`config.mk`:
```
export PLATFORM = sky130hd
export DESIGN_NAME = mf3_median9
export DESIGN_NICKNAME = d
export VERILOG_FILES = /design/src/rtl/mf3_pkg.sv /design/src/rtl/mf3_median9.sv
export SDC_FILE = /design/constraint.sdc
export NUM_CORES = 1
export LEC_CHECK = 0
export BUFFER_PORTS_ARGS = -buffer_cell sky130_fd_sc_hd__buf_4
export CELL_PAD_IN_SITES_DETAIL_PLACEMENT = 0
export CELL_PAD_IN_SITES_GLOBAL_PLACEMENT = 1
export CORE_MARGIN = 5
export CORE_UTILIZATION = 40
export CTS_CLUSTER_DIAMETER = 100
export CTS_CLUSTER_SIZE = 30
export DETAILED_ROUTE_END_ITERATION = 12
export GPL_TIMING_DRIVEN = 0
export HOLD_SLACK_MARGIN = 0.12
export PLACE_DENSITY = 0.67
export SYNTH_ARGS = -nofsm -noshare
export SYNTH_HDL_FRONTEND = slang
export SYNTH_SLANG_ARGS = --single-unit
```
`constraint.sdc`:
```
create_clock -name clk_i -period 9.3 [get_ports clk_i]
set_input_delay 0.93 -clock clk_i [delete_from_list [all_inputs] [get_ports clk_i]]
set_output_delay 0.93 -clock clk_i [all_outputs]
set_load 0.01 [all_outputs]
```
`src/rtl/mf3_pkg.sv`:
```
// ----------------------------------------------------------------------------
// mf3_pkg
// Types, constants and compare-exchange helpers of the 3x3 median filter.
// ----------------------------------------------------------------------------
package mf3_pkg;

  localparam int WIN_TAPS  = 9;
  localparam int JOB_SLOTS = 4;

  localparam logic [12:0] WIDTH_RESET  = 13'd4096;
  localparam logic [15:0] HEIGHT_RESET = 16'd1024;

  typedef enum logic {
    REG_IMAGE_WIDTH  = 1'b0,
    REG_IMAGE_HEIGHT = 1'b1
  } cfg_reg_e;

  typedef logic [15:0] pix_t;
  typedef logic [WIN_TAPS-1:0][15:0] pix9_t;

  typedef struct packed {
    logic [11:0] col;
    logic [15:0] row;
    logic        last;
  } side_t;

  typedef struct packed {
    pix9_t vals;
    side_t side;
  } job_t;

  function automatic pix9_t cmp_swap(input pix9_t p, input logic [3:0] i, input logic [3:0] j);
    pix9_t r;
    r = p;
    if (p[i] > p[j]) begin
      r[i] = p[j];
      r[j] = p[i];
    end
    return r;
  endfunction

  // Sorts each group of three.
  function automatic pix9_t med_rows(input pix9_t p);
    pix9_t r;
    r = p;
    r = cmp_swap(r, 4'd1, 4'd2);
    r = cmp_swap(r, 4'd4, 4'd5);
    r = cmp_swap(r, 4'd7, 4'd8);
    r = cmp_swap(r, 4'd0, 4'd1);
    r = cmp_swap(r, 4'd3, 4'd4);
    r = cmp_swap(r, 4'd6, 4'd7);
    r = cmp_swap(r, 4'd1, 4'd2);
    r = cmp_swap(r, 4'd4, 4'd5);
    r = cmp_swap(r, 4'd7, 4'd8);
    return r;
  endfunction

  function automatic pix9_t med_mid(input pix9_t p);
    pix9_t r;
    r = p;
    r = cmp_swap(r, 4'd0, 4'd3);
    r = cmp_swap(r, 4'd5, 4'd8);
    r = cmp_swap(r, 4'd4, 4'd7);
    r = cmp_swap(r, 4'd3, 4'd6);
    r = cmp_swap(r, 4'd1, 4'd4);
    r = cmp_swap(r, 4'd2, 4'd5);
    r = cmp_swap(r, 4'd4, 4'd7);
    return r;
  endfunction

  function automatic pix_t med_final(input pix9_t p);
    pix9_t r;
    r = p;
    r = cmp_swap(r, 4'd4, 4'd2);
    r = cmp_swap(r, 4'd6, 4'd4);
    r = cmp_swap(r, 4'd4, 4'd2);
    return r[4];
  endfunction

endpackage

```
`src/rtl/mf3_median9.sv`:
```
// ----------------------------------------------------------------------------
// mf3_median9
// Three-stage median-of-nine compare-exchange network.
// ----------------------------------------------------------------------------
module mf3_median9 import mf3_pkg::*; (
  input  logic  clk_i,
  input  logic  rst_ni,
  input  logic  en_i,
  input  logic  valid_i,
  input  job_t  job_i,
  output logic  valid_o,
  output pix_t  median_o,
  output side_t side_o
);

  logic  s1_valid_q, s2_valid_q, s3_valid_q;
  pix9_t s1_vals_q, s2_vals_q;
  side_t s1_side_q, s2_side_q, s3_side_q;
  pix_t  s3_med_q;

  always_ff @(posedge clk_i or negedge rst_ni) begin
    if (!rst_ni) begin
      s1_valid_q <= 1'b0;
      s2_valid_q <= 1'b0;
      s3_valid_q <= 1'b0;
    end else if (en_i) begin
      s1_valid_q <= valid_i;
      s2_valid_q <= s1_valid_q;
      s3_valid_q <= s2_valid_q;
    end
  end

  always_ff @(posedge clk_i) begin
    if (en_i) begin
      s1_vals_q <= med_rows(job_i.vals);
      s1_side_q <= job_i.side;
      s2_vals_q <= med_mid(s1_vals_q);
      s2_side_q <= s1_side_q;
      s3_med_q  <= med_final(s2_vals_q);
      s3_side_q <= s2_side_q;
    end
  end

  assign valid_o  = s3_valid_q;
  assign median_o = s3_med_q;
  assign side_o   = s3_side_q;

endmodule

```
==> flow_metrics.py, run 1 <==
metrics = {
    "power": {
        "cellInternalPower_mw": 4.679,
        "share_comb_of_total_power": 0.629,
        "cellLeakagePower_nw": 11.82,
        "p_per_area_nw_per_um2": 339.8,
        "power.switching_fraction": 0.4603,
        "power.switching_mw": 3.990,
        "p_clk_frac": 0.102,
        "ir_drop_mv": 0.4064,
        "p_seq_frac": 0.269,
    },
    "floorplanning": {
        "fp.coreArea_um2": 55090,
        "die_h_um": 245.9,
        "chip_width_um": 245.9,
        "start_util": 0.4040,
        "number_of_top_level_design_ports": 223,
        "fp_rows": 86,
        "design.die.area_um2": 60470,
    },
    "finish": {
        "finalNonFillerCells": 3173,
        "fillers": 5232,
        "area_taken_by_multi_input_logic_gates_um2": 12010,
        "area_growth_syn_to_layout_pct": 14.63,
        "final_cell_mix": "296 x sky130_fd_sc_hd__ha_1, 295 x sky130_fd_sc_hd__edfxtp_1, 259 x sky130_fd_sc_hd__inv_1, 243 x sky130_fd_sc_hd__mux2i_1, 220 x sky130_fd_sc_hd__buf_4",
        "final_layout_size_suffix_gt1_frac": 0.1531,
        "fin_util": 0.4631,
        "layout.cells.most_common": "sky130_fd_sc_hd__ha_1",
        "nets": 2887,
        "layout.area.seq_um2": 8934,
    },
    "synthesis": {
        "synth_fp_nets": 2646,
        "ys_async_sr_fraction": 0.01007,
        "synth_top_flop_cell": "sky130_fd_sc_hd__edfxtp_1",
        "synth-edff-count": 295,
        "postSynthAreaPerCell_um2": 10.24,
        "synth.yosys.seq_area_share": 0.4013,
        "ys_ff_latch": 298,
        "synthesis.instances": 2173,
        "warning_count_from_the_yosys_run": 0,
        "synth_cell_types": 72,
        "synth.cell_area_um2": 22260,
    },
    "placed_design": {
        "place.port_buffers": 221,
        "placedCellCount": 3144,
        "placer_congestion_estimate": 0.9387,
        "post-dp-hpwl_um": 56480,
    },
    "worst_setup_path": {
        "critical_path.top_delay_family": "compound AO/OA/AOI/OAI gates",
        "critical_path_arrival_ns": 9.03,
        "slowest_stage": "sky130_fd_sc_hd__nor2_2",
        "worstPathMaxFanout": 10,
        "path_class": "register to register",
        "critical_path.max_stage_delay_ns": 0.58,
        "crit_path_start_kind": "register",
        "cp.required_ns": 9.55,
        "buffers_and_inverters_on_the_worst_path": 5,
        "critical-path-top-cell-by-count": "sky130_fd_sc_hd__o21a_1",
        "cp-end-kind": "register",
    },
    "clocking": {
        "cts_made_buffers": 16,
        "clk-insertion-delay-late_ns": 0.53,
        "tritoncts_clock_tree": "built",
        "cts-htree-levels": 1,
        "clkTransAtPathRegs_ns": 0.11,
        "clock-sinks": 298,
        "hold_buffers": 0,
        "clock_tree.root_cell": "sky130_fd_sc_hd__clkbuf_16",
        "resized_gates_after_cts": 0,
        "clk_path_buf_depth": 3,
        "cts.repair_timing.setup_buffer_count": 0,
    },
    "min_path": {
        "min_path_type": "primary input to asynchronous set/reset pin",
    },
    "drt": {
        "detail_route.first_pass.iterations": 5,
        "remaining_drc_errors": 0,
        "viasPerCell": 5.376,
        "detailedRoute.firstIterationViolations": 1051,
        "detail_route.wirelength_um": 67180,
        "avgRoutedWirePerCell_um": 21.17,
        "dr_total_vias": 17060,
        "drt.antenna.violating_nets": 0,
    },
    "sta": {
        "report.final.slew_viol_count": 0,
        "finalWorstPathRequiredPeriod_ns": 8.781,
        "final_min_period_over_clock_period": 0.9442,
        "grt_setup_unrepaired": "false",
        "max-slew-margin-rel": 0.4495,
        "timing.fmax_mhz": 113.9,
        "skew_ns": 0.02683,
        "setup_tns_ns": 0,
        "worst_pin_slew_ns": 0.8258,
        "timing.final.hold_violations": 0,
        "setup_viol": 0,
    },
    "status": {
        "run_status": "completed",
    },
    "global_routing": {
        "number_of_global_route_vias_before_repair": 16930,
        "antenna_found_initial": 2,
        "sum_of_overflow_across_all_layers_after_global_routing": 0,
        "global_route.usage.total": 0.2143,
        "grt_max_degree": 113,
        "grt_first_pass_wirelength_um": 100300,
    },
    "run": {
        "cap_viol_max_count": 0,
    },
}
## Yosys cell counts (25+ instances only)
master,count,area share
sky130_fd_sc_hd__nor2_1,126,0.021
sky130_fd_sc_hd__nor3_1,25,0.0056
sky130_fd_sc_hd__clkbuf_1,49,0.0083
sky130_fd_sc_hd__a21o_1,66,0.022
sky130_fd_sc_hd__o21a_1,31,0.010
sky130_fd_sc_hd__nand2_1,150,0.025
sky130_fd_sc_hd__mux2i_1,243,0.11
sky130_fd_sc_hd__edfxtp_1,295,0.40
sky130_fd_sc_hd__inv_1,259,0.044
sky130_fd_sc_hd__a21oi_1,127,0.029
sky130_fd_sc_hd__o21ai_0,122,0.027
sky130_fd_sc_hd__ha_1,296,0.17
sky130_fd_sc_hd__nand4_1,51,0.014
sky130_fd_sc_hd__mux2_2,41,0.021
## per-stage QoR
stage               instance area [µm²]  hold WS, ns  total power, mW  setup WS [ns]
floorplan                         22260       0.4003            5.998          1.935
detailed placement                24920       0.4045            7.776        0.02867
global placement                  24860       0.4007            7.704         0.1735
global route                      25520       0.1347            9.395        0.01417
finish                            25520       0.1712            8.669         0.5194
CTS                               25510       0.1389            8.699         0.4051
## cell type report
type | instances | area share
Antenna cell | 1 | 0.00009807
Buffer | 75 | 0.01363
Clock buffer | 19 | 0.01697
Clock inverter | 9 | 0.006277
Inverter | 260 | 0.03825
Multi-Input combinational cell | 1540 | 0.4705
Sequential cell | 298 | 0.3501
Tap cell | 748 | 0.03668
Timing Repair Buffer | 223 | 0.06747
## per-layer routing
metal | part of all wire | up-vias | GRT usage
met3 | 0.039 | 75 | 0.02978
li1 | - | 8440 | -
met4 | 0.033 | 0 | 0.06826
met1 | 0.45 | 8228 | 0.2890
met5 | 0 | - | 0
met2 | 0.47 | 315 | 0.3583
## power by group through the flow
stage | sequential, mW | combinational, mW | clock (mW)
global route | 2.36 | 6.07 | 0.966
detailed placement | 2.36 | 5.42 | 0
floorplan | 2.24 | 3.76 | 0
CTS | 2.33 | 5.45 | 0.920
finish | 2.33 | 5.45 | 0.887
global placement | 2.36 | 5.34 | 0
## sequential cells by signal (all words and copies together) (netlist names)
signal,count
s1_valid_q,1
s2_vals_q,48
s1_vals_q,144
s2_side_q,29
median_o,16
s2_valid_q,1
s1_side_q,29
side_o,29
valid_o,1
## path summary, 6_finish.rpt
kind / end / start / cells past startpoint / slack, ns
max: median_o[5] / s2_vals_q[47] / 34 / 0.52
min in group clk_i: side_o[8] / s2_side_q[8] / 0 / 0.43
max in group asynchronous: s2_valid_q / rst_ni / 1 / 9.03
min reg2reg: side_o[8] / s2_side_q[8] / 0 / 0.43
max reg2reg: median_o[5] / s2_vals_q[47] / 34 / 0.52
min: valid_o / rst_ni / 1 / 0.17
## logic make-up after synthesis
group / synth area share
simple gates: 0.1040
fa+ha+maj: 0.1668
mux: 0.1307
buf+inv: 0.05936
compound gates: 0.1359
xor+xnor: 0.001967
flops: 0.4013
(Power assumes the default switching activity.)
==> run 2, diff against run 1 <==
CELL_PAD_IN_SITES_DETAIL_PLACEMENT = unset   (was 0)
CELL_PAD_IN_SITES_GLOBAL_PLACEMENT = unset   (was 1)
PLACE_DENSITY = 0.55   (was 0.67)
==> run 2 against run 1 <==
Net effect:
- clock skew decreased by 0.0027 ns
- final cell count about the same
- routed wire length decreased by 0.59%
- combinational power about the same
- clock-buffer cell count decreased by 1
- critical path type is now primary input to register
- critical endpoint is now s1_vals_q[18]
- largest cell class unchanged
==> flow_metrics.py, run 2 (synthesized netlist as in run 1, its figures left out) <==
metrics = {
    "status": {
        "run_status": "completed",
    },
    "sta": {
        "timing.fmax_mhz": 113.3,
        "timing.final.hold_violations": 0,
        "worst_pin_slew_ns": 0.7946,
        "max-slew-margin-rel": 0.4703,
        "grt_setup_unrepaired": "false",
        "setup_tns_ns": 0,
        "setup_viol": 0,
        "report.final.slew_viol_count": 0,
        "whs_ns": 0.1556,
        "finalWorstPathRequiredPeriod_ns": 8.826,
        "skew_ns": 0.02415,
        "final_min_period_over_clock_period": 0.9490,
    },
    "finish": {
        "diodes": 0,
        "largest-register": "s1_vals_q",
        "layout.cell_area.non_filler_um2": 25530,
        "largest_regs": "s1_vals_q: 144 flops, s2_vals_q: 48 flops",
        "finalNonFillerCells": 3174,
        "fillers": 5207,
        "nets": 2888,
        "largest_register_ffs": 144,
        "final_layout_size_suffix_gt1_frac": 0.1542,
        "layout.cells.most_common": "sky130_fd_sc_hd__ha_1",
        "final_cell_mix": "296 x sky130_fd_sc_hd__ha_1, 295 x sky130_fd_sc_hd__edfxtp_1, 259 x sky130_fd_sc_hd__inv_1, 243 x sky130_fd_sc_hd__mux2i_1, 220 x sky130_fd_sc_hd__buf_4",
        "area_growth_syn_to_layout_pct": 14.70,
    },
    "power": {
        "cellInternalPower_mw": 4.661,
        "power.switching_mw": 4.019,
        "power.switching_fraction": 0.4630,
        "p_seq_frac": 0.268,
        "p_per_area_nw_per_um2": 339.9,
        "p_clk_frac": 0.105,
        "ir_drop_mv": 0.3190,
        "post-layout-total-power_mw": 8.679,
        "cellLeakagePower_nw": 11.82,
        "share_comb_of_total_power": 0.628,
    },
    "drt": {
        "viasPerCell": 5.391,
        "detailedRoute.firstIterationViolations": 1200,
        "avgRoutedWirePerCell_um": 21.04,
        "detail_route.wirelength_um": 66780,
        "drt.antenna.violating_nets": 0,
        "remaining_drc_errors": 0,
        "dr_total_vias": 17110,
        "detail_route.first_pass.iterations": 5,
    },
    "global_routing": {
        "antenna_found_initial": 3,
        "grt_first_pass_wirelength_um": 100900,
        "number_of_global_route_vias_before_repair": 17140,
        "grt_max_degree": 130,
        "global_route.usage.total": 0.2146,
        "sum_of_overflow_across_all_layers_after_global_routing": 0,
    },
    "worst_setup_path": {
        "worstPathMaxFanout": 10,
        "path_class": "primary input to register",
        "timing.reg2reg.worst_path_depth": 35,
        "slowest_stage": "sky130_fd_sc_hd__clkbuf_1",
        "cp_num_cells": 29,
        "critical_path.max_stage_delay_ns": 0.59,
        "cp-end-kind": "register",
        "cp.required_ns": 9.60,
        "critical_path_arrival_ns": 9.13,
        "buffers_and_inverters_on_the_worst_path": 8,
        "critical_path.top_delay_family": "compound AO/OA/AOI/OAI gates",
        "crit_path_start_kind": "primary input",
    },
    "floorplanning": {
        "design.die.area_um2": 60470,
        "fp_rows": 86,
        "start_util": 0.4040,
        "fp.coreArea_um2": 55090,
        "die_h_um": 245.9,
        "chip_width_um": 245.9,
        "number_of_top_level_design_ports": 223,
    },
    "run": {
        "cap_viol_max_count": 0,
    },
    "clocking": {
        "cts_made_buffers": 17,
        "tritoncts_clock_tree": "built",
        "clock-sinks": 298,
        "cts-htree-levels": 1,
        "clkTransAtPathRegs_ns": 0.10,
        "clk-insertion-delay-late_ns": 0.55,
        "clk_path_buf_depth": 3,
        "clock_tree.root_cell": "sky130_fd_sc_hd__clkbuf_16",
    },
    "placed_design": {
        "placedCellCount": 3144,
        "place.port_buffers": 221,
        "post_dp_cell_area_um2": 24920,
        "placer_congestion_estimate": 0.9156,
        "post-dp-hpwl_um": 55510,
    },
    "min_path": {
        "min_path_type": "primary input to asynchronous set/reset pin",
    },
}
run 2: changes by cell type in the layout (fill, tap and decap cells not counted), moves of 2 or more:
cell,before,now
sky130_fd_sc_hd__inv_12,0,2
sky130_fd_sc_hd__inv_6,0,2
sky130_fd_sc_hd__clkbuf_1,49,47
sky130_fd_sc_hd__inv_16,3,1
run 2: final timing paths:
path                                from       endpoint  slack (ns)
hold / removal                    rst_ni     s2_valid_q        0.16
hold reg to reg            s1_side_q[14]  s2_side_q[14]        0.43
setup / recovery               job_i[72]  s1_vals_q[18]        0.47
min in group clk_i         s1_side_q[14]  s2_side_q[14]        0.43
max in group asynchronous         rst_ni     s1_valid_q        9.05
setup reg to reg           s2_vals_q[47]    median_o[6]        0.67
run 2: per-layer routing:
| metal | share of wire | vias up | global-route usage |
|---|---|---|---|
| li1 | - | 8452 | - |
| met2 | 0.48 | 395 | 0.3669 |
| met5 | 0.00040 | - | 0 |
| met1 | 0.44 | 8189 | 0.2916 |
| met3 | 0.044 | 71 | 0.02402 |
| met4 | 0.029 | 4 | 0.05514 |
run 2: final cells by class:
cell class	count	area (µm²)	area share
Buffer	75	349.1	0.01367
Clock buffer	18	429.2	0.01681
Clock inverter	12	181.4	0.007106
Inverter	260	975.9	0.03822
Multi-Input combinational cell	1540	12010	0.4702
Sequential cell	298	8934	0.3499
Tap cell	748	935.9	0.03666
Timing Repair Buffer	223	1722	0.06743
run 2: stage by stage:
stage | setup WS, ns | util
2_1_floorplan | 1.935 | -
3_3_place_gp | 0.2197 | 0.4511
3_5_place_dp | 0.1216 | 0.4523
4_1_cts | 0.4184 | 0.4634
5_1_grt | 0.02377 | 0.4634
6_report | 0.4741 | 0.4634
run 2: power by group through the flow:
stage          logic (mW)  registers [mW]  clock network (mW)
4_1_cts              5.43            2.32               0.938
3_3_place_gp         5.31            2.36                   0
5_1_grt              6.08            2.36               0.984
3_5_place_dp         5.39            2.35                   0
6_report             5.45            2.32               0.909
2_1_floorplan        3.76            2.24                   0
run 2: worst reg2reg max path: cells and delay by family, from the launching register on:
family,cells,cell delay [ns]
AOI/OAI and AO/OA,18,3.19
buffers and inverters,5,1.56
and+or+nand+nor,7,1.43
adders and majority gates,3,0.87
muxes,2,0.79
DFF,1,0.48
run 2: timing repair:
action,4_1_cts,5_1_grt
buffers inserted,0,0
resized for setup,0,6
hold buffers,0,0
setup endpoints to repair,0,16
